==> src/design/pixel_difference_predictor_assert.svh <==
// assertion macros for the pixel difference predictor
`ifndef PIXEL_DIFFERENCE_PREDICTOR_ASSERT_SVH
`define PIXEL_DIFFERENCE_PREDICTOR_ASSERT_SVH

`ifndef SYNTHESIS

// same-cycle implication
`define PDP_ASSERT_NOW(name, clk, rst_n, ante, cons) \
    name: assert property (@(posedge clk) disable iff (!rst_n) (ante) |-> (cons)) \
        else $error("pdp check failed");

// next-cycle implication
`define PDP_ASSERT_NEXT(name, clk, rst_n, ante, cons) \
    name: assert property (@(posedge clk) disable iff (!rst_n) (ante) |=> (cons)) \
        else $error("pdp check failed");

`else

`define PDP_ASSERT_NOW(name, clk, rst_n, ante, cons)
`define PDP_ASSERT_NEXT(name, clk, rst_n, ante, cons)

`endif

`endif

==> src/design/pdp_pkg.sv <==
// shared types and constants of the pixel difference predictor
package pdp_pkg;

    // fixed field widths
    localparam int PIX_W = 8;
    localparam int RES_W = 9;
    localparam int CFG_W = 13;
    // wide enough for any clamped dimension up to 65536
    localparam int DIM_W = 17;

    // queue between front and back
    localparam int QUEUE_DEPTH = 4;
    localparam int QPTR_W      = 2;
    localparam int QCNT_W      = 3;

    // register indexes
    localparam logic REG_IMAGE_WIDTH  = 1'b0;
    localparam logic REG_IMAGE_HEIGHT = 1'b1;

    // saturation limits of the view byte
    localparam logic signed [RES_W-1:0] VIEW_LOW  = -9'sd127;
    localparam logic signed [RES_W-1:0] VIEW_HIGH = 9'sd127;
    localparam logic [PIX_W-1:0]        VIEW_MAX  = 8'd255;
    localparam logic [PIX_W-1:0]        VIEW_MIN  = 8'd0;

    typedef struct packed {
        logic [CFG_W-1:0] width;
        logic [CFG_W-1:0] height;
    } t_cfg;

    // one classified word: sample, its prediction, frame end flag
    typedef struct packed {
        logic [PIX_W-1:0] pix;
        logic [PIX_W-1:0] pred;
        logic             frame_end;
    } t_item;

    typedef struct packed {
        logic [QCNT_W-1:0] count;
        logic              empty;
    } t_q_stat;

endpackage

==> src/design/pdp_queue.sv <==
// short fifo of classified words between front and back
module pdp_queue (
    input  logic             i_clk,
    input  logic             i_rst_n,
    input  logic             i_push,
    input  pdp_pkg::t_item   i_item,
    input  logic             i_pop,
    output pdp_pkg::t_item   o_item,
    output pdp_pkg::t_q_stat o_stat
);

    import pdp_pkg::*;

    t_item             r_mem [QUEUE_DEPTH];
    logic [QPTR_W-1:0] r_head, r_tail;
    logic [QCNT_W-1:0] r_count;

    // storage
    always_ff @(posedge i_clk) begin
        if (i_push) begin
            r_mem[r_tail] <= i_item;
        end
    end

    // pointers and fill level
    always_ff @(posedge i_clk) begin
        if (!i_rst_n) begin
            r_head  <= '0;
            r_tail  <= '0;
            r_count <= '0;
        end else begin
            if (i_push) begin
                r_tail <= r_tail + QPTR_W'(1);
            end
            if (i_pop) begin
                r_head <= r_head + QPTR_W'(1);
            end
            case ({i_push, i_pop})
                2'b10:   r_count <= r_count + QCNT_W'(1);
                2'b01:   r_count <= r_count - QCNT_W'(1);
                default: r_count <= r_count;
            endcase
        end
    end

    assign o_item       = r_mem[r_head];
    assign o_stat.count = r_count;
    assign o_stat.empty = (r_count == '0);

endmodule

==> config.mk <==
export PLATFORM = sky130hd
export DESIGN_NAME = pdp_queue
export DESIGN_NICKNAME = d
export VERILOG_FILES = /design/src/design/pixel_difference_predictor_assert.svh /design/src/design/pdp_pkg.sv /design/src/design/pdp_queue.sv
export SDC_FILE = /design/constraint.sdc
export NUM_CORES = 1
export LEC_CHECK = 0
export BUFFER_PORTS_ARGS = -buffer_cell sky130_fd_sc_hd__clkbuf_2
export CAP_MARGIN = 25
export CORE_MARGIN = 1
export CORE_UTILIZATION = 45
export DETAILED_ROUTE_END_ITERATION = 8
export GPL_ROUTABILITY_DRIVEN = 0
export PLACE_DENSITY = 0.65
export SETUP_SLACK_MARGIN = 0.1
export SLEW_MARGIN = 20
export SYNTH_ARGS = -nofsm -noshare
export SYNTH_HDL_FRONTEND = slang
export SYNTH_SLANG_ARGS = --single-unit
export TNS_END_PERCENT = 5
==> constraint.sdc <==
create_clock -name i_clk -period 2.01 [get_ports i_clk]
set_input_delay 0 -clock i_clk [delete_from_list [all_inputs] [get_ports i_clk]]
set_output_delay 0 -clock i_clk [all_outputs]
set_load 0.01 [all_outputs]
* After elaboration in Yosys (flattened, before gate mapping)
Memories as Yosys holds them, arrays and structs flattened. A register that Yosys moved wholly into a read port is not among the register bits.
Index checks and enable logic that the tools add are counted.
** Word-level totals
- Memories kept :: 1
- Logic and storage cells :: 17
- Bits in registers :: 7
- Output and inout port bits :: 21
- Bits in writable memories :: 68
** Memories
- r_mem :: words 4, width 17, rd ports 1, clocked after memory_dff 1, wr ports 1, line pdp_queue.sv:14 : t_item r_mem [QUEUE_DEPTH];
** Cells by class
- Reductions and logical operators :: 2
- Multiplexer cells :: 5
- Add/subtract/negate cells :: 4
- Equal/unequal tests :: 2
** Operators with widths (count)
- $pmux W3 S2 :: 1
- $add A2 B1 Y2 const B :: 2
- $mux W2 :: 2
- $add A3 B1 Y3 const B :: 1
- $logic_not A3 Y1 :: 1
- $sub A3 B1 Y3 const B :: 1
- $eq A2 B1 Y1 const B :: 1
- $eq A2 B2 Y1 const B :: 1
- $mux W1 :: 2
- $reduce_bool A2 Y1 :: 1

* Logic depth before layout (Yosys ltp)
- Depth after elaboration :: 3
- Mapped depth :: 7

* Worst setup path before layout
OpenSTA, ideal clock, no wires.
- Kind :: register -> register
- Start :: reg r_count[0]
- End :: reg r_count[2]
- Required time :: 1934 ps
- Data arrival time :: 1484 ps
- Slack :: 450 ps
- Setup time :: 76 ps
- Cell stages (with the launch flop) :: 6
- Cells stage by stage :: dfxtp_1 -> inv_1 -> fa_1 -> xor2_1 -> or3_1 -> a21boi_0
** On the way
- Longest elaborated chain between the ends :: 2
- Elaborated cells on any way between the ends :: 3
- Those cells by class :: 2 x add/sub; 1 x mux
** RTL lines
- start: declaration :: line pdp_queue.sv:16 : logic [QCNT_W-1:0] r_count;
- start signal: assignment :: line pdp_queue.sv:39 : 2'b10: r_count <= r_count + QCNT_W'(1);
- start signal: assignment :: line pdp_queue.sv:40 : 2'b01: r_count <= r_count - QCNT_W'(1);
- start signal: assignment :: line pdp_queue.sv:41 : default: r_count <= r_count;
- $sub A3 B1 Y3 or $add A3 B1 Y3 (tied branches) :: line pdp_queue.sv:40, pdp_queue.sv:39
- $pmux W3 S2 * :: line pdp_queue.sv:38 : case ({i_push, i_pop})
Every way passes the cells marked *; elsewhere a longest branch is shown, timed or not.
A chain may end at the register's enable or synchronous reset.

==> results.toml <==
[timing]
fin_crit_sh_pct = 85.34
tightest_slew_ps = 922.2
worst_clock_skew_ps = 5.570
fmax_mhz = 583.0
fin_tns_setup_ps = 0
rsz0062_at_grt = "false"
hold_violations = 0
fin_ws_ps = 294.7
slew_viol_final = 0
setup_viol = 0
slew_headroom_pct = 38.52
min_period_ps = 1715

[yosys]
yosys.cell_types.count = 20
yosys.area.top_type_share_pct = 69.54
synth_area_leaders = "edfxtp_1 70%, mux4_2 7.7%, mux4_1 6.3%"
syn_area_per_cell_um2 = 21.91
yosysTopAreaCell = "edfxtp_1"
syn_nets = 161
ys_seq_area_share_pct = 75.67
syn_inst = 134
ys_ff_latch = 77
synth-warning-count = 0
synth_area_um2 = 2937

[routing]
drt-total-wl_mm = 4.495
antenna_left = 0
vias = 1433
drtIter0Drc = 61
drtPass1Iterations = 4
wire_per_inst_um = 15.72
drc = 0
avgViaCountPerCell = 5.010

[cts]
clk_latency_ps = 330
cts_buffer_depth = 2
cts_tree = "done"
htree_num_levels = 3
cts-resized-gates = 0
numCtsBuffers = 9
clkTransAtPathRegs_ps = 70
clkSinkCount = 77
root_buffer = "clkbuf_8"

[floorplanning]
ioPinCount = 42
die_w_um = 82.78
placementRows = 29
core_area_um2 = 6314
die_y_um = 82.78
dieArea_um2 = 6853
start_util_pct = 46.51

[finish]
fin_nets = 231
multi_input_area_um2 = 650.6
n_antenna_cell = 0
final_util_pct = 57.71
syn2layout_area_growth_pct = 24.07
drive_gt1_share_pct = 33.49
final.fill_count = 486
ff_latch_area_um2 = 2222

[worst_setup_path]
endpoint = "o_item[13]"
end_kind = "output port"
arrival_ps = 1720
r2r_start = "r_tail[0]$_SDFFE_PN0P_"
path_class = "flip-flop to output port"
required_ps = 2010
ff2ff_path_depth = 3
cp_max_fo = 17
reg2reg_to = "r_mem[2][13]$_DFFE_PP_"
reg2reg_slack_ps = 310
critPathLaunchType = "flip-flop"

[global_route]
overflow = 0
grt_pass1_wl_mm = 6.748
grt_use_met2_pct = 25.25
use_met3_pct = 4.044
grt_pass1_vias = 1415
antenna_found_initial = 0
grt_max_degree = 18
top_usage_layer = "met2"
grtUsageMet1_pct = 16.33
track_usage_pct = 14.75

[pwr]
p_per_area_nw_per_um2 = 973.8
peakVddDrop_mv = 0.4816
p_leak_nw = 1.321
finalPower_mw = 3.548

[run_status]
status = "finished, final reports clean"

[placement]
dp_hpwl_mm = 2.749
port-buffer-count = 41
dp_slack_ps = 300.9

[worst_hold_path]
hp-start = "i_pop"
hold_class = "input pin to flip-flop"

[job]
max_cap_violations = 0
[cells in the mapped netlist]
library cell / number
edfxtp_1: 68
and2_1: 10
mux4_2: 10
dfxtp_1: 9
mux4_1: 7
inv_1: 6
ha_1: 5
xor2_1: 3
buf_2: 2
nand2_1: 2
o21ai_0: 2
xnor2_1: 2
a21boi_0: 1
buf_12: 1
buf_6: 1
fa_1: 1
mux2i_1: 1
nor2b_1: 1
nor3_1: 1
or3_1: 1
[layer usage]
| layer | vias to the layer above | wire, µm |
|---|---|---|
| li1 | 672 | - |
| met1 | 715 | 1804 |
| met2 | 37 | 2428 |
| met3 | 9 | 171 |
| met4 | 0 | 92 |
| met5 | - | 0 |
[sequential cells by signal, indices dropped and copies added (netlist names), named ones only]
signal,flops
r_count,3
r_tail,2
r_head,2
r_mem,68
[layout by cell type, fill, tap and decap left out, drive strengths merged]
cell type | synthesis | layout
clkbuf | 0 | 54
mux2i | 1 | 1
dlygate4sd3 | 0 | 18
ha | 5 | 5
xnor2 | 2 | 2
inv | 6 | 6
xor2 | 3 | 3
and2 | 10 | 10
dfxtp | 9 | 9
mux4 | 17 | 17
clkinvlp | 0 | 1
a21boi | 1 | 1
buf | 4 | 4
bufinv | 0 | 2
nand2 | 2 | 2
nor2b | 1 | 1
or3 | 1 | 1
edfxtp | 68 | 68
o21ai | 2 | 2
nor3 | 1 | 1
fa | 1 | 1
[what timing repair did]
action / CTS / global route
endpoints found under the hold margin: 77 / 0
setup buffers: 0 / 0
hold buffers: 18 / 0
[worst max-delay path: stages, from the launching register on]
cell and delay (ps):
dfxtp_1 310, buf_4 300, mux4_1 630, clkbuf_2 150
[per-stage QoR]
step | std cells | instance area, µm² | hold WS (ps)
floorplan | 134 | 2937 | 98.87
global placement | 252 | 3227 | 217.3
detailed placement | 252 | 3227 | 223.3
CTS | 286 | 3643 | 23.53
global route | 286 | 3643 | 50.57
finish | 286 | 3643 | 41.37
[where the power goes]
| part | internal [mW] | switching [mW] |
|---|---|---|
| clock network | 0.802 | 0.506 |
| registers | 1.83 | 0.0291 |
| logic | 0.192 | 0.191 |
| total | 2.82 | 0.726 |
[worst min-delay path by stage]
| stage | end | depth (start not counted) |
|---|---|---|
| global route | r_head[0]$_SDFFE_PN0P_ | 3 |
| finish | r_head[0]$_SDFFE_PN0P_ | 3 |
| floorplan | r_mem[0][0]$_DFFE_PP_ | 0 |
| CTS | r_head[0]$_SDFFE_PN0P_ | 3 |
| detailed placement | r_mem[2][2]$_DFFE_PP_ | 1 |
| global placement | r_mem[1][11]$_DFFE_PP_ | 1 |
[final cells by class]
type | count | share of cell area, %
clock buffers | 13 | 4.636
repair buffers | 63 | 11.40
clock inverters | 3 | 1.854
inverters | 6 | 0.6181
well taps | 77 | 2.644
flip-flops and latches | 77 | 60.99
multi-input cells | 47 | 17.86
[cell families after synthesis]
logic type	count (synthesis)	share of synthesized area, %
buf+inv	10	2.173
flops	77	75.67
xor+xnor	5	1.492
fa+ha+maj	6	2.812
simple gates	15	2.983
compound gates	3	0.5966
mux	18	14.27
Note: power is estimated with default switching activity, not from simulation.
