$ cat src/design/pixel_difference_predictor_assert.svh
// assertion macros for the pixel difference predictor
`ifndef PIXEL_DIFFERENCE_PREDICTOR_ASSERT_SVH
`define PIXEL_DIFFERENCE_PREDICTOR_ASSERT_SVH

`ifndef SYNTHESIS

// same-cycle implication
`define PDP_ASSERT_NOW(name, clk, rst_n, ante, cons) \
    name: assert property (@(posedge clk) disable iff (!rst_n) (ante) |-> (cons)) \
        else $error("pdp check failed");

// next-cycle implication
`define PDP_ASSERT_NEXT(name, clk, rst_n, ante, cons) \
    name: assert property (@(posedge clk) disable iff (!rst_n) (ante) |=> (cons)) \
        else $error("pdp check failed");

`else

`define PDP_ASSERT_NOW(name, clk, rst_n, ante, cons)
`define PDP_ASSERT_NEXT(name, clk, rst_n, ante, cons)

`endif

`endif

$ cat src/design/pdp_pkg.sv
// shared types and constants of the pixel difference predictor
package pdp_pkg;

    // fixed field widths
    localparam int PIX_W = 8;
    localparam int RES_W = 9;
    localparam int CFG_W = 13;
    // wide enough for any clamped dimension up to 65536
    localparam int DIM_W = 17;

    // queue between front and back
    localparam int QUEUE_DEPTH = 4;
    localparam int QPTR_W      = 2;
    localparam int QCNT_W      = 3;

    // register indexes
    localparam logic REG_IMAGE_WIDTH  = 1'b0;
    localparam logic REG_IMAGE_HEIGHT = 1'b1;

    // saturation limits of the view byte
    localparam logic signed [RES_W-1:0] VIEW_LOW  = -9'sd127;
    localparam logic signed [RES_W-1:0] VIEW_HIGH = 9'sd127;
    localparam logic [PIX_W-1:0]        VIEW_MAX  = 8'd255;
    localparam logic [PIX_W-1:0]        VIEW_MIN  = 8'd0;

    typedef struct packed {
        logic [CFG_W-1:0] width;
        logic [CFG_W-1:0] height;
    } t_cfg;

    // one classified word: sample, its prediction, frame end flag
    typedef struct packed {
        logic [PIX_W-1:0] pix;
        logic [PIX_W-1:0] pred;
        logic             frame_end;
    } t_item;

    typedef struct packed {
        logic [QCNT_W-1:0] count;
        logic              empty;
    } t_q_stat;

endpackage

$ cat src/design/pdp_back.sv
// back: residual, view byte and output register
module pdp_back (
    input  logic                            i_clk,
    input  logic                            i_rst_n,
    input  pdp_pkg::t_item                  i_item,
    input  pdp_pkg::t_q_stat                i_q_stat,
    output logic                            o_pop,
    output logic signed [pdp_pkg::RES_W-1:0] o_residual,
    output logic [pdp_pkg::PIX_W-1:0]       o_view_byte,
    output logic                            o_frame_end,
    output logic                            o_res_valid,
    input  logic                            i_res_ready
);

    import pdp_pkg::*;

    logic signed [RES_W-1:0] res;
    logic [PIX_W-1:0]        view;
    logic                    r_valid;
    logic signed [RES_W-1:0] r_residual;
    logic [PIX_W-1:0]        r_view;
    logic                    r_end;

    // difference and saturated offset
    always_comb begin
        res = signed'({1'b0, i_item.pix}) - signed'({1'b0, i_item.pred});
        if (res < VIEW_LOW) begin
            view = VIEW_MIN;
        end else if (res > VIEW_HIGH) begin
            view = VIEW_MAX;
        end else begin
            // adding 128 within range flips the top bit
            view = res[PIX_W-1:0] ^ 8'h80;
        end
    end

    // take a word when the output register is free or draining
    assign o_pop = !i_q_stat.empty && (!r_valid || i_res_ready);

    always_ff @(posedge i_clk) begin
        if (!i_rst_n) begin
            r_valid <= 1'b0;
        end else if (o_pop) begin
            r_valid <= 1'b1;
        end else if (i_res_ready) begin
            r_valid <= 1'b0;
        end
    end

    always_ff @(posedge i_clk) begin
        if (o_pop) begin
            r_residual <= res;
            r_view     <= view;
            r_end      <= i_item.frame_end;
        end
    end

    assign o_res_valid = r_valid;
    assign o_residual  = r_residual;
    assign o_view_byte = r_view;
    assign o_frame_end = r_end;

endmodule

$ cat config.mk
export PLATFORM = sky130hd
export DESIGN_NAME = pdp_back
export DESIGN_NICKNAME = d
export VERILOG_FILES = /design/src/design/pixel_difference_predictor_assert.svh /design/src/design/pdp_pkg.sv /design/src/design/pdp_back.sv
export SDC_FILE = /design/constraint.sdc
export NUM_CORES = 1
export LEC_CHECK = 0
export BUFFER_PORTS_ARGS = -buffer_cell sky130_fd_sc_hd__buf_4
export CAP_MARGIN = 20
export CORE_ASPECT_RATIO = 0.8
export CORE_UTILIZATION = 43
export CTS_CLUSTER_DIAMETER = 200
export DETAILED_ROUTE_END_ITERATION = 6
export PLACE_DENSITY_LB_ADDON = 0.2
export REMOVE_ABC_BUFFERS = 1
export SLEW_MARGIN = 0
export SYNTH_ARGS = -nofsm -noshare
export SYNTH_HDL_FRONTEND = slang
export SYNTH_SLANG_ARGS = --single-unit
$ cat constraint.sdc
create_clock -name i_clk -period 2.4 [get_ports i_clk]
set_input_delay 0.72 -clock i_clk [delete_from_list [all_inputs] [get_ports i_clk]]
set_output_delay 0.72 -clock i_clk [all_outputs]
set_load 0.01 [all_outputs]
After elaboration in Yosys (flattened, before gate mapping)
Index checks and enable logic that the tools add are counted.

$add $sub $neg: 1. $mul: 0. Divide/modulo/power cells: 0. Order comparisons: 2. Eq/ne operators: 0. Shifts and indexed selects: 0. Multiplexer cells: 3. Bitwise logic cells: 1. Reductions and logical operators: 5.

Operators by type and width (number): $gt A9 B8 Y1 const B (1); $lt A9 B8 Y1 const B (1); $sub A8 B8 Y9 (1); $mux W8 (1); $logic_not A1 Y1 (2); $mux W1 (2); $reduce_bool A2 Y1 (1); $logic_and A1 B1 Y1 (1); $logic_or A1 B1 Y1 (1); $not A1 Y1 (1).

Register bits after elaboration: 19. Latch bits: 0. RAM bits: 0. Memory bits (read-only): 0. Bits of input ports: 24. Output and inout bits: 20. Memories kept: 0.

Logic depth before layout (Yosys ltp)
Gate-level depths: netlist (run 1).

Depth after elaboration: 4. Gate-level depth with buffers: 9.

Worst setup path before layout (run 1)
OpenSTA, ideal clock, no wires.

Path type: in2reg. From: in i_item[9] (netlist name). To: reg r_view[5] (netlist: o_view_byte[5]), data pin. Arrival time: 2.318 ns. Required time: 2.125 ns. Path slack: -0.193 ns. Stages: 9. Path buffers: 0. Cells stage by stage: inv_1 > ha_1 > inv_1 > fa_1 > a21o_2 > a21oi_1 > o21ai_2 > nor3_1 > o31ai_1.

Word-level cells in the longest chain between the ends: 3. Elaborated cells between the ends (all ways): 4. Classes of those cells: add/sub (1); order compare (2); mux (1).

Ends and longest elaborated chain: start, declared (RTL line pdp_back.sv:5) `input pdp_pkg::t_item i_item,`; $sub A8 B8 Y9 (*) (RTL line pdp_back.sv:26) `res = signed'({1'b0, i_item.pix}) - signed'({1'b0, i_item.pred});`; $gt A9 B8 Y1 (RTL line pdp_back.sv:29) `end else if (res > VIEW_HIGH) begin`; $mux W8 (RTL line pdp_back.sv:29); end signal, assigned (RTL line pdp_back.sv:53) `r_view <= view;`; end, declared (RTL line pdp_back.sv:21) `logic [PIX_W-1:0] r_view;`.

Every way passes the cells marked *; elsewhere a longest branch is shown, timed or not. A chain may end at the register's enable or synchronous reset.

Final worst setup path (run 1)
From: in i_item[1] (netlist name). To: reg r_view[2] (netlist: o_view_byte[2]), data pin.

Same word-level chain as after synthesis.

==> flow_summary.json, run 1 <==
{
  "status": "finished, final reports clean",
  "cp.arrival_ps": 2360,
  "multi_input_area_sq_um": 512,
  "ff2ff_path_depth": 3,
  "first_pass_iters": 4,
  "clock_path_buffers": 2,
  "fin_crit_sh": 0.973,
  "antenna_found_initial": 0,
  "clock_latency_ps": 280,
  "post-dp-hpwl_um": 1680,
  "hold_path.class": "flip-flop to flip-flop",
  "grtUsageTotal": 0.146,
  "hold_viol": 0,
  "seqCellArea_sq_um": 561,
  "place_ws_ps": -273,
  "core_region_area_sq_mm": 0.00246,
  "grt_max_degree": 19,
  "yosys_most_used_dff": "edfxtp_1",
  "drc": 0,
  "p_comb_frac": 0.354,
  "holdPathStages": 2,
  "h-tree-depth": 1,
  "fin_crit_ps": 2340,
  "ant_nets": 0,
  "yosysUniqueCellTypes": 33,
  "die_x_um": 59.0,
  "setup_ws_ps": 64.5,
  "ys_warn_count": 0,
  "reg2reg_to": "o_residual[2]$_DFFE_PP_",
  "port_buffers": 40,
  "grt_pass1_vias": 759,
  "drive_above_1_share": 0.461,
  "synth-async-reset-ratio": 0,
  "initial_utilization": 0.453,
  "internal_power_uw": 651,
  "cp_max_fo": 4,
  "gr-total-overflow": 0,
  "power_uw": 886,
  "clock.fmax_ghz": 0.428,
  "layout_common_cells": "56 x buf_4, 18 x edfxtp_1, 14 x inv_1, 8 x ha_1, 5 x a21oi_1",
  "relSlewSlack": 0.776,
  "hold_buffers": 0,
  "powerDensity_mw_per_mm2": 548,
  "clk_pin_slew_worst_paths_ps": 90,
  "post_dp_cell_area_sq_mm": 0.00156,
  "nNetsFinal": 189,
  "seq_area_frac_synth": 0.502,
  "seqPwrFrac": 0.483,
  "root_buffer": "clkbuf_4",
  "diodes": 0,
  "p_leak_uw": 0.000732,
  "cp.required_ps": 2430,
  "gp_congestion": 0.697,
  "avgRoutedWirePerCell_um": 10.3,
  "wl_um": 1960,
  "rsz0062_at_grt": "false",
  "endpoint_kind": "flip-flop",
  "die_height_um": 47.6,
  "power_switching_uw": 235,
  "drv_slew": 0,
  "finalSetupTns_ps": 0,
  "synthCells": 96,
  "via_count": 898,
  "switching_share": 0.266,
  "ys_ff_latch": 19,
  "startpoint_type": "primary input",
  "vdd_drop_max_mv": 0.199,
  "clock-sinks": 19,
  "setup_viol": 0,
  "io_pins": 44,
  "grt_first_pass_wirelength_um": 3060,
  "rows": 16,
  "clkPwrFrac": 0.163,
  "cts_made_buffers": 3,
  "viasPerCell": 4.73,
  "areaGrowthSynthToFinish_pct": 44.8,
  "die-area_sq_mm": 0.00280,
  "synth_edf_count": 18,
  "fillerInstances": 207,
  "r2r-start": "o_res_valid$_SDFFE_PN0P_",
  "critical_path_class": "primary input to flip-flop",
  "drtIter0Drc": 17,
  "hold_path_end": "o_res_valid$_SDFFE_PN0P_",
  "r2r_slack_ps": 1250,
  "maxCapViolations": 0,
  "tritoncts": "done",
  "design_area_sq_mm": 0.00162,
  "syn_area_sq_mm": 0.00112,
  "clock_skew_ps": 5.79,
  "final_common_cell": "buf_4",
  "worst_pin_slew_ps": 326,
  "holdCritStartpoint": "o_res_valid$_SDFFE_PN0P_",
  "syn_area_per_cell_sq_um": 11.6
}
-- layer usage --
metal,vias to the layer above,GRT usage,part of all wire
met1,410,0.191,0.43
li1,463,-,-
met2,25,0.255,0.52
met4,0,0.0714,0
met5,-,0,0
met3,0,0.00811,0.046
-- what timing repair did --
action / 4_1_cts / 5_1_grt
buffers inserted: 0 / 0
setup endpoints to repair: 0 / 8
resized for setup: 0 / 8
-- power groups by stage --
stage          Clock [uW]  Sequential [uW]  Combinational (uW)
3_5_place_dp            0              437                 300
4_1_cts               151              429                 301
6_report              145              428                 313
5_1_grt               165              432                 347
3_3_place_gp            0              435                 292
2_1_floorplan           0              458                 135
-- stage by stage --
step / hold slack (ps) / utilization / instances
after CTS: 526 / 0.644 / 190
after global routing: 559 / 0.657 / 190
after floorplan: 515 / - / 94
after detailed placement: 512 / 0.633 / 186
final: 517 / 0.657 / 190
after global placement: 479 / 0.633 / 186
-- sequential cells by signal, summed over array words and instances, names as in the netlist --
| signal | count |
|---|---|
| o_residual | 9 |
| o_res_valid | 1 |
| o_view_byte | 8 |
| o_frame_end | 1 |
-- cells by family after synthesis --
group | share of synthesized area
compound gates | 0.138
simple gates | 0.110
flops | 0.502
buf+inv | 0.0673
fa+ha+maj | 0.149
xor+xnor | 0.0157
mux | 0.0179
-- final cells by class --
class                      count  area share
clock buffer                   4      0.0163
sequential                    19       0.347
inverter                      14      0.0325
tap                           36      0.0279
timing repair buffer          56       0.260
multi-input combinational     61       0.317
-- how the worst max path moves through the flow --
stage,start,to,slack (ps),cells past startpoint
floorplan,i_item[9],o_view_byte[5]$_SDFFCE_PP0P_,-190,9
global placement,i_item[9],o_view_byte[5]$_SDFFCE_PP0P_,-250,11
detailed placement,i_item[9],o_view_byte[5]$_SDFFCE_PP0P_,-270,11
CTS,i_item[9],o_view_byte[5]$_SDFFCE_PP0P_,30,11
global route,i_item[1],o_view_byte[2]$_SDFFCE_PP0P_,20,8
finish,i_item[1],o_view_byte[2]$_SDFFCE_PP0P_,60,8
-- synth_stat cells (2+ instances only) --
cell	count	area (sq um)
edfxtp_1	18	541
inv_1	14	52.6
ha_1	9	113
a21oi_1	6	30.0
nand2b_1	4	25.0
nor2_1	4	15.0
nor2b_1	4	25.0
maj3_2	3	33.8
a211o_1	2	17.5
a21boi_0	2	15.0
buf_6	2	22.5
mux2i_1	2	20.0
nand2_1	2	7.51
nand3_1	2	10.0
nor3_1	2	10.0
nor3b_1	2	15.0
o21ai_0	2	10.0
-- critical path, cell delays in order --
cell and delay, ps:
buf_4 110, buf_4 120, ha_1 180, nand2b_1 190, a211oi_2 250, mux2i_1 170
or2_4 300, maj3_2 320
No activity file was read; power rests on OpenSTA's default activity.
==> run 2, diff against run 1 <==
ABC_AREA = 1   (was unset)
CORE_UTILIZATION = 45   (was 43)
GPL_TIMING_DRIVEN = 0   (was unset)
==> run 2 against run 1 <==
Critical path depth down 4; sequential share of layout area down 0.84 points; cell area is 2.5% higher; routed wire length increased by 7.6%; register-to-register slack got worse by 80 ps; via count rose by 9.2%; flip-flop and latch count is the same; area after synthesis up 14%; worst hold slack improved by 9.1 ps; highest routed layer unchanged.
==> flow_summary.json, run 2 <==
{
  "status": "finished, final reports clean",
  "clkPwrFrac": 0.175,
  "cts_setup_buffers": 0,
  "ctsResizeCount": 1,
  "grt_pass1_vias": 859,
  "drv_slew": 0,
  "seq_area_frac_synth": 0.441,
  "syn_area_sq_mm": 0.00127,
  "cp.arrival_ps": 1580,
  "cp_max_fo": 19,
  "vdd_drop_max_mv": 0.385,
  "grt_max_degree": 20,
  "yosys_most_used_dff": "edfxtp_1",
  "hold_path.class": "flip-flop to flip-flop",
  "powerDensity_mw_per_mm2": 548,
  "clock-sinks": 19,
  "synth_edf_count": 18,
  "io_pins": 44,
  "fin_crit_ps": 2300,
  "worst_pin_slew_ps": 597,
  "root_buffer": "clkbuf_4",
  "maxCapViolations": 0,
  "timing.hold.ws_ps": 526,
  "place_ws_ps": -214,
  "setup_ws_ps": 101,
  "rsz0062_at_grt": "false",
  "internal_power_uw": 619,
  "synth.most_common_cell": "inv_1",
  "hold_buffers": 0,
  "core_region_area_sq_mm": 0.00256,
  "seqCellArea_sq_um": 561,
  "synth_largest_area_cell": "edfxtp_1",
  "setup_viol": 0,
  "viasPerCell": 4.42,
  "grtUsageTotal": 0.157,
  "ant_nets": 0,
  "crit_chain": "buf_4 -> inv_1 -> a21oi_4 -> buf_4",
  "first_pass_iters": 4,
  "yosys-top-cells-count": "37 x inv_1, 26 x nand2_1, 18 x edfxtp_1",
  "clock.fmax_ghz": 0.435,
  "synth_area_leaders": "edfxtp_1 42%, inv_1 11%, ha_1 8.8%",
  "synth-async-reset-ratio": 0,
  "syn_area_per_cell_sq_um": 8.96,
  "startpoint_type": "primary input",
  "h-tree-depth": 1,
  "clk_pin_slew_worst_paths_ps": 100,
  "multi_input_area_sq_um": 569,
  "finalSetupTns_ps": 0,
  "port_buffers": 40,
  "gp_congestion": 0.774,
  "critical_path_class": "primary input to primary output",
  "drtIter0Drc": 15,
  "hold_viol": 0,
  "die_height_um": 49.6,
  "drc": 0,
  "gr-total-overflow": 0,
  "final_common_cell": "buf_4",
  "relSlewSlack": 0.601,
  "yosysTopAreaCellShare": 0.425,
  "clock_skew_ps": 5.00,
  "utilization": 0.646,
  "critical-path-max-stage-delay_ps": 500,
  "drive_above_1_share": 0.430,
  "power_uw": 908,
  "nNetsFinal": 221,
  "areaGrowthSynthToFinish_pct": 30.2,
  "avgRoutedWirePerCell_um": 9.51,
  "seqPwrFrac": 0.469,
  "tritoncts": "done",
  "endpoint_kind": "primary output",
  "switching_share": 0.318,
  "synthCells": 142,
  "antenna_found_initial": 0,
  "p_comb_frac": 0.357,
  "rows": 16,
  "diodes": 0,
  "fillerInstances": 229,
  "wl_um": 2110,
  "clock_latency_ps": 300,
  "p_leak_uw": 0.000877,
  "largest_reg_flops": 9,
  "cp_common_cell": "buf_4",
  "ys_warn_count": 0,
  "post-dp-hpwl_um": 1730,
  "layout_common_cells": "40 x buf_4, 37 x inv_1, 26 x nand2_1, 18 x edfxtp_1, 15 x nand2_2",
  "cp.required_ps": 1680,
  "clock_path_buffers": 2,
  "via_count": 981,
  "cp_slowest_cell": "a21oi_4",
  "ys_ff_latch": 19,
  "grt_first_pass_wirelength_um": 3450,
  "cts_made_buffers": 3,
  "fin_crit_sh": 0.958,
  "power_switching_uw": 289,
  "die-area_sq_mm": 0.00305,
  "yosysUniqueCellTypes": 18,
  "initial_utilization": 0.497,
  "die_x_um": 61.5
}
## run 2: kinds of logic (layout without fill, tap and decap cells)
group | after synthesis | count (layout) | synth area share
AND/OR/NAND/NOR | 59 | 59 | 0.256
AO/OA/AOI/OAI | 12 | 12 | 0.0698
buffers and inverters | 41 | 85 | 0.121
adder cells (fa/ha/maj) | 11 | 11 | 0.113
flip-flops | 19 | 19 | 0.441
## run 2: layer usage
metal	part of all wire	vias up	track usage
met5	0	-	0
met4	0	0	0.0370
met3	0.056	0	0.0472
met2	0.49	27	0.270
met1	0.45	432	0.190
li1	-	522	-
## run 2: worst paths after layout
check / startpoint / to / slack [ps] / depth (start not counted)
setup / recovery: i_res_ready / o_pop / 100 / 4
hold / removal: o_res_valid$_SDFFE_PN0P_ / o_res_valid$_SDFFE_PN0P_ / 530 / 2
setup reg to reg: o_res_valid$_SDFFE_PN0P_ / o_residual[1]$_DFFE_PP_ / 1170 / 1
hold reg to reg: o_res_valid$_SDFFE_PN0P_ / o_res_valid$_SDFFE_PN0P_ / 530 / 2
## run 2: critical path: cells and delay by family
family,cells,cell delay (ps)
compound gates,1,500
buf+inv,3,360
## run 2: power groups by stage
stage | logic (uW) | clock network [uW] | registers, uW
after floorplan | 192 | 0 | 453
after global placement | 315 | 0 | 432
after detailed placement | 325 | 0 | 433
after CTS | 328 | 165 | 426
after global routing | 362 | 179 | 430
final | 324 | 159 | 425
## run 2: layout make-up
class                   count  share of cell area
multi-input cells          82               0.344
flip-flops and latches     19               0.338
repair buffers             40               0.181
inverters                  41              0.0929
well taps                  36              0.0272
clock buffers               3              0.0136
clock inverters             1             0.00302
## run 2: stage by stage
stage,cells,instance area [sq um]
2_1_floorplan,142,1270
5_1_grt,222,1660
3_5_place_dp,218,1620
4_1_cts,222,1660
3_3_place_gp,218,1620
6_report,222,1660
==> run 3, diff against run 2 <==
==> constraint.sdc (replaced) <==
create_clock -name i_clk -period 2.4 [get_ports i_clk]
set_input_delay 0.12 -clock i_clk [delete_from_list [all_inputs] [get_ports i_clk]]
set_output_delay 0.12 -clock i_clk [all_outputs]
set_load 0.01 [all_outputs]
==> run 3 against run 2 <==
Clock power is essentially flat; via count grew 0.82%; non-clock buffer count grew 1; die area is the same; register-to-register slack lost 240 ps; clock-buffer cell count is the same; combinational power is essentially flat; cell area grew 0.15%; sequential power is essentially flat; clock skew is essentially flat; worst setup slack gained 530 ps; sequential share of layout area shrank 0.051 points; critical endpoint unchanged; largest power group unchanged.
==> flow_summary.json, run 3 (same netlist as run 2, synthesis figures left out) <==
{
  "hold_viol": 0,
  "h-tree-depth": 1,
  "critical_path_class": "flip-flop to primary output",
  "die_height_um": 49.6,
  "hold_path.class": "primary input to flip-flop",
  "rows": 16,
  "io_pins": 44,
  "gp_congestion": 0.774,
  "diodes": 0,
  "design_area_sq_mm": 0.00166,
  "multi_input_area_sq_um": 562,
  "drive_above_1_share": 0.428,
  "internal_power_uw": 620,
  "clkPwrFrac": 0.175,
  "cts_made_buffers": 3,
  "endpoint_kind": "primary output",
  "grt_max_degree": 20,
  "switching_share": 0.317,
  "setup_viol": 0,
  "via_count": 989,
  "path_depth": 2,
  "rsz0062_at_grt": "false",
  "first_pass_iters": 4,
  "path_buf_inv": 1,
  "critical-path-max-stage-delay_ps": 760,
  "seqPwrFrac": 0.469,
  "setup_ws_ps": 632,
  "initial_utilization": 0.497,
  "r2r_slack_ps": 930,
  "power_switching_uw": 288,
  "critPathTopFamily": "compound AO/OA/AOI/OAI gates",
  "fin_crit_sh": 0.737,
  "drtIter0Drc": 19,
  "core_region_area_sq_mm": 0.00256,
  "gr-total-overflow": 0,
  "wl_um": 2120,
  "powerDensity_mw_per_mm2": 547,
  "clock_latency_ps": 300,
  "p_leak_uw": 0.000880,
  "maxCapViolations": 0,
  "root_buffer": "clkbuf_4",
  "drc": 0,
  "cp.required_ps": 2280,
  "post_dp_cell_area_sq_mm": 0.00162,
  "place_ws_ps": 421,
  "holdPathStages": 2,
  "clock.fmax_ghz": 0.566,
  "post-dp-hpwl_um": 1730,
  "cp_slowest_cell": "a21oi_2",
  "die_x_um": 61.5,
  "worst_pin_slew_ps": 1000,
  "vdd_drop_max_mv": 0.382,
  "largest_reg_flops": 9,
  "final_common_cell": "buf_4",
  "port_buffers": 40,
  "grt_first_pass_wirelength_um": 3470,
  "antenna_found_initial": 0,
  "clock_path_buffers": 2,
  "seqCellArea_sq_um": 561,
  "relSlewSlack": 0.332,
  "nNetsFinal": 222,
  "clock_skew_ps": 4.97,
  "tritoncts": "done",
  "layout_common_cells": "40 x buf_4, 37 x inv_1, 26 x nand2_1, 18 x edfxtp_1, 15 x nand2_2",
  "finalSetupTns_ps": 0,
  "cp.arrival_ps": 1650,
  "power_uw": 907,
  "viasPerCell": 4.43,
  "p_comb_frac": 0.357,
  "crit_chain": "a21oi_2 -> buf_4",
  "fin_crit_ps": 1770,
  "startpoint_type": "flip-flop",
  "grt_pass1_vias": 864,
  "ant_nets": 0,
  "status": "finished, final reports clean",
  "die-area_sq_mm": 0.00305,
  "areaGrowthSynthToFinish_pct": 30.4,
  "cp_max_fo": 19,
  "clock-sinks": 19,
  "grtUsageTotal": 0.158,
  "drv_slew": 0,
  "clk_pin_slew_worst_paths_ps": 100,
  "fillerInstances": 228,
  "ff2ff_path_depth": 1,
  "avgRoutedWirePerCell_um": 9.52
}
-- run 3: cell types whose count changed in the layout (fill, tap and decap cells not counted), sizes merged --
cell / previous run / this run
dlygate4sd3: 0 / 1
-- run 3: worst paths after layout --
kind | endpoint | start
setup / recovery | o_pop | o_res_valid$_SDFFE_PN0P_
hold / removal | o_res_valid$_SDFFE_PN0P_ | i_q_stat[0]
setup reg to reg | o_residual[1]$_DFFE_PP_ | o_res_valid$_SDFFE_PN0P_
hold reg to reg | o_res_valid$_SDFFE_PN0P_ | o_res_valid$_SDFFE_PN0P_
-- run 3: area by class of cell --
class | instances | share of cell area
repair buffers | 41 | 0.187
clock buffers | 3 | 0.0136
well taps | 36 | 0.0271
clock inverters | 1 | 0.00302
multi-input cells | 82 | 0.339
inverters | 41 | 0.0928
flip-flops and latches | 19 | 0.338
-- run 3: timing repair --
action / 4_1_cts / 5_1_grt
hold buffers: 1 / 0
resized for setup: 0 / 0
hold endpoints to repair: 1 / 0
setup buffers: 0 / 0
-- run 3: through the flow --
stage	hold WS, ps	util	std cells
2_1_floorplan	219	-	142
3_3_place_gp	302	0.631	218
3_5_place_dp	304	0.633	218
4_1_cts	13.6	0.647	223
5_1_grt	20.4	0.647	223
6_report	20.9	0.647	223
-- run 3: power by group through the flow --
stage	registers, uW	clock network (uW)	logic (uW)
after detailed placement	433	0	325
after floorplan	453	0	192
final	425	159	324
after CTS	426	165	328
after global placement	432	0	315
after global routing	430	179	363
-- run 3: metal layers --
metal	track usage	vias up	wire length [um]
met4	0.0370	0	0
met5	0	-	0
li1	-	525	-
met2	0.274	27	1060
met3	0.0472	0	119
met1	0.190	437	947
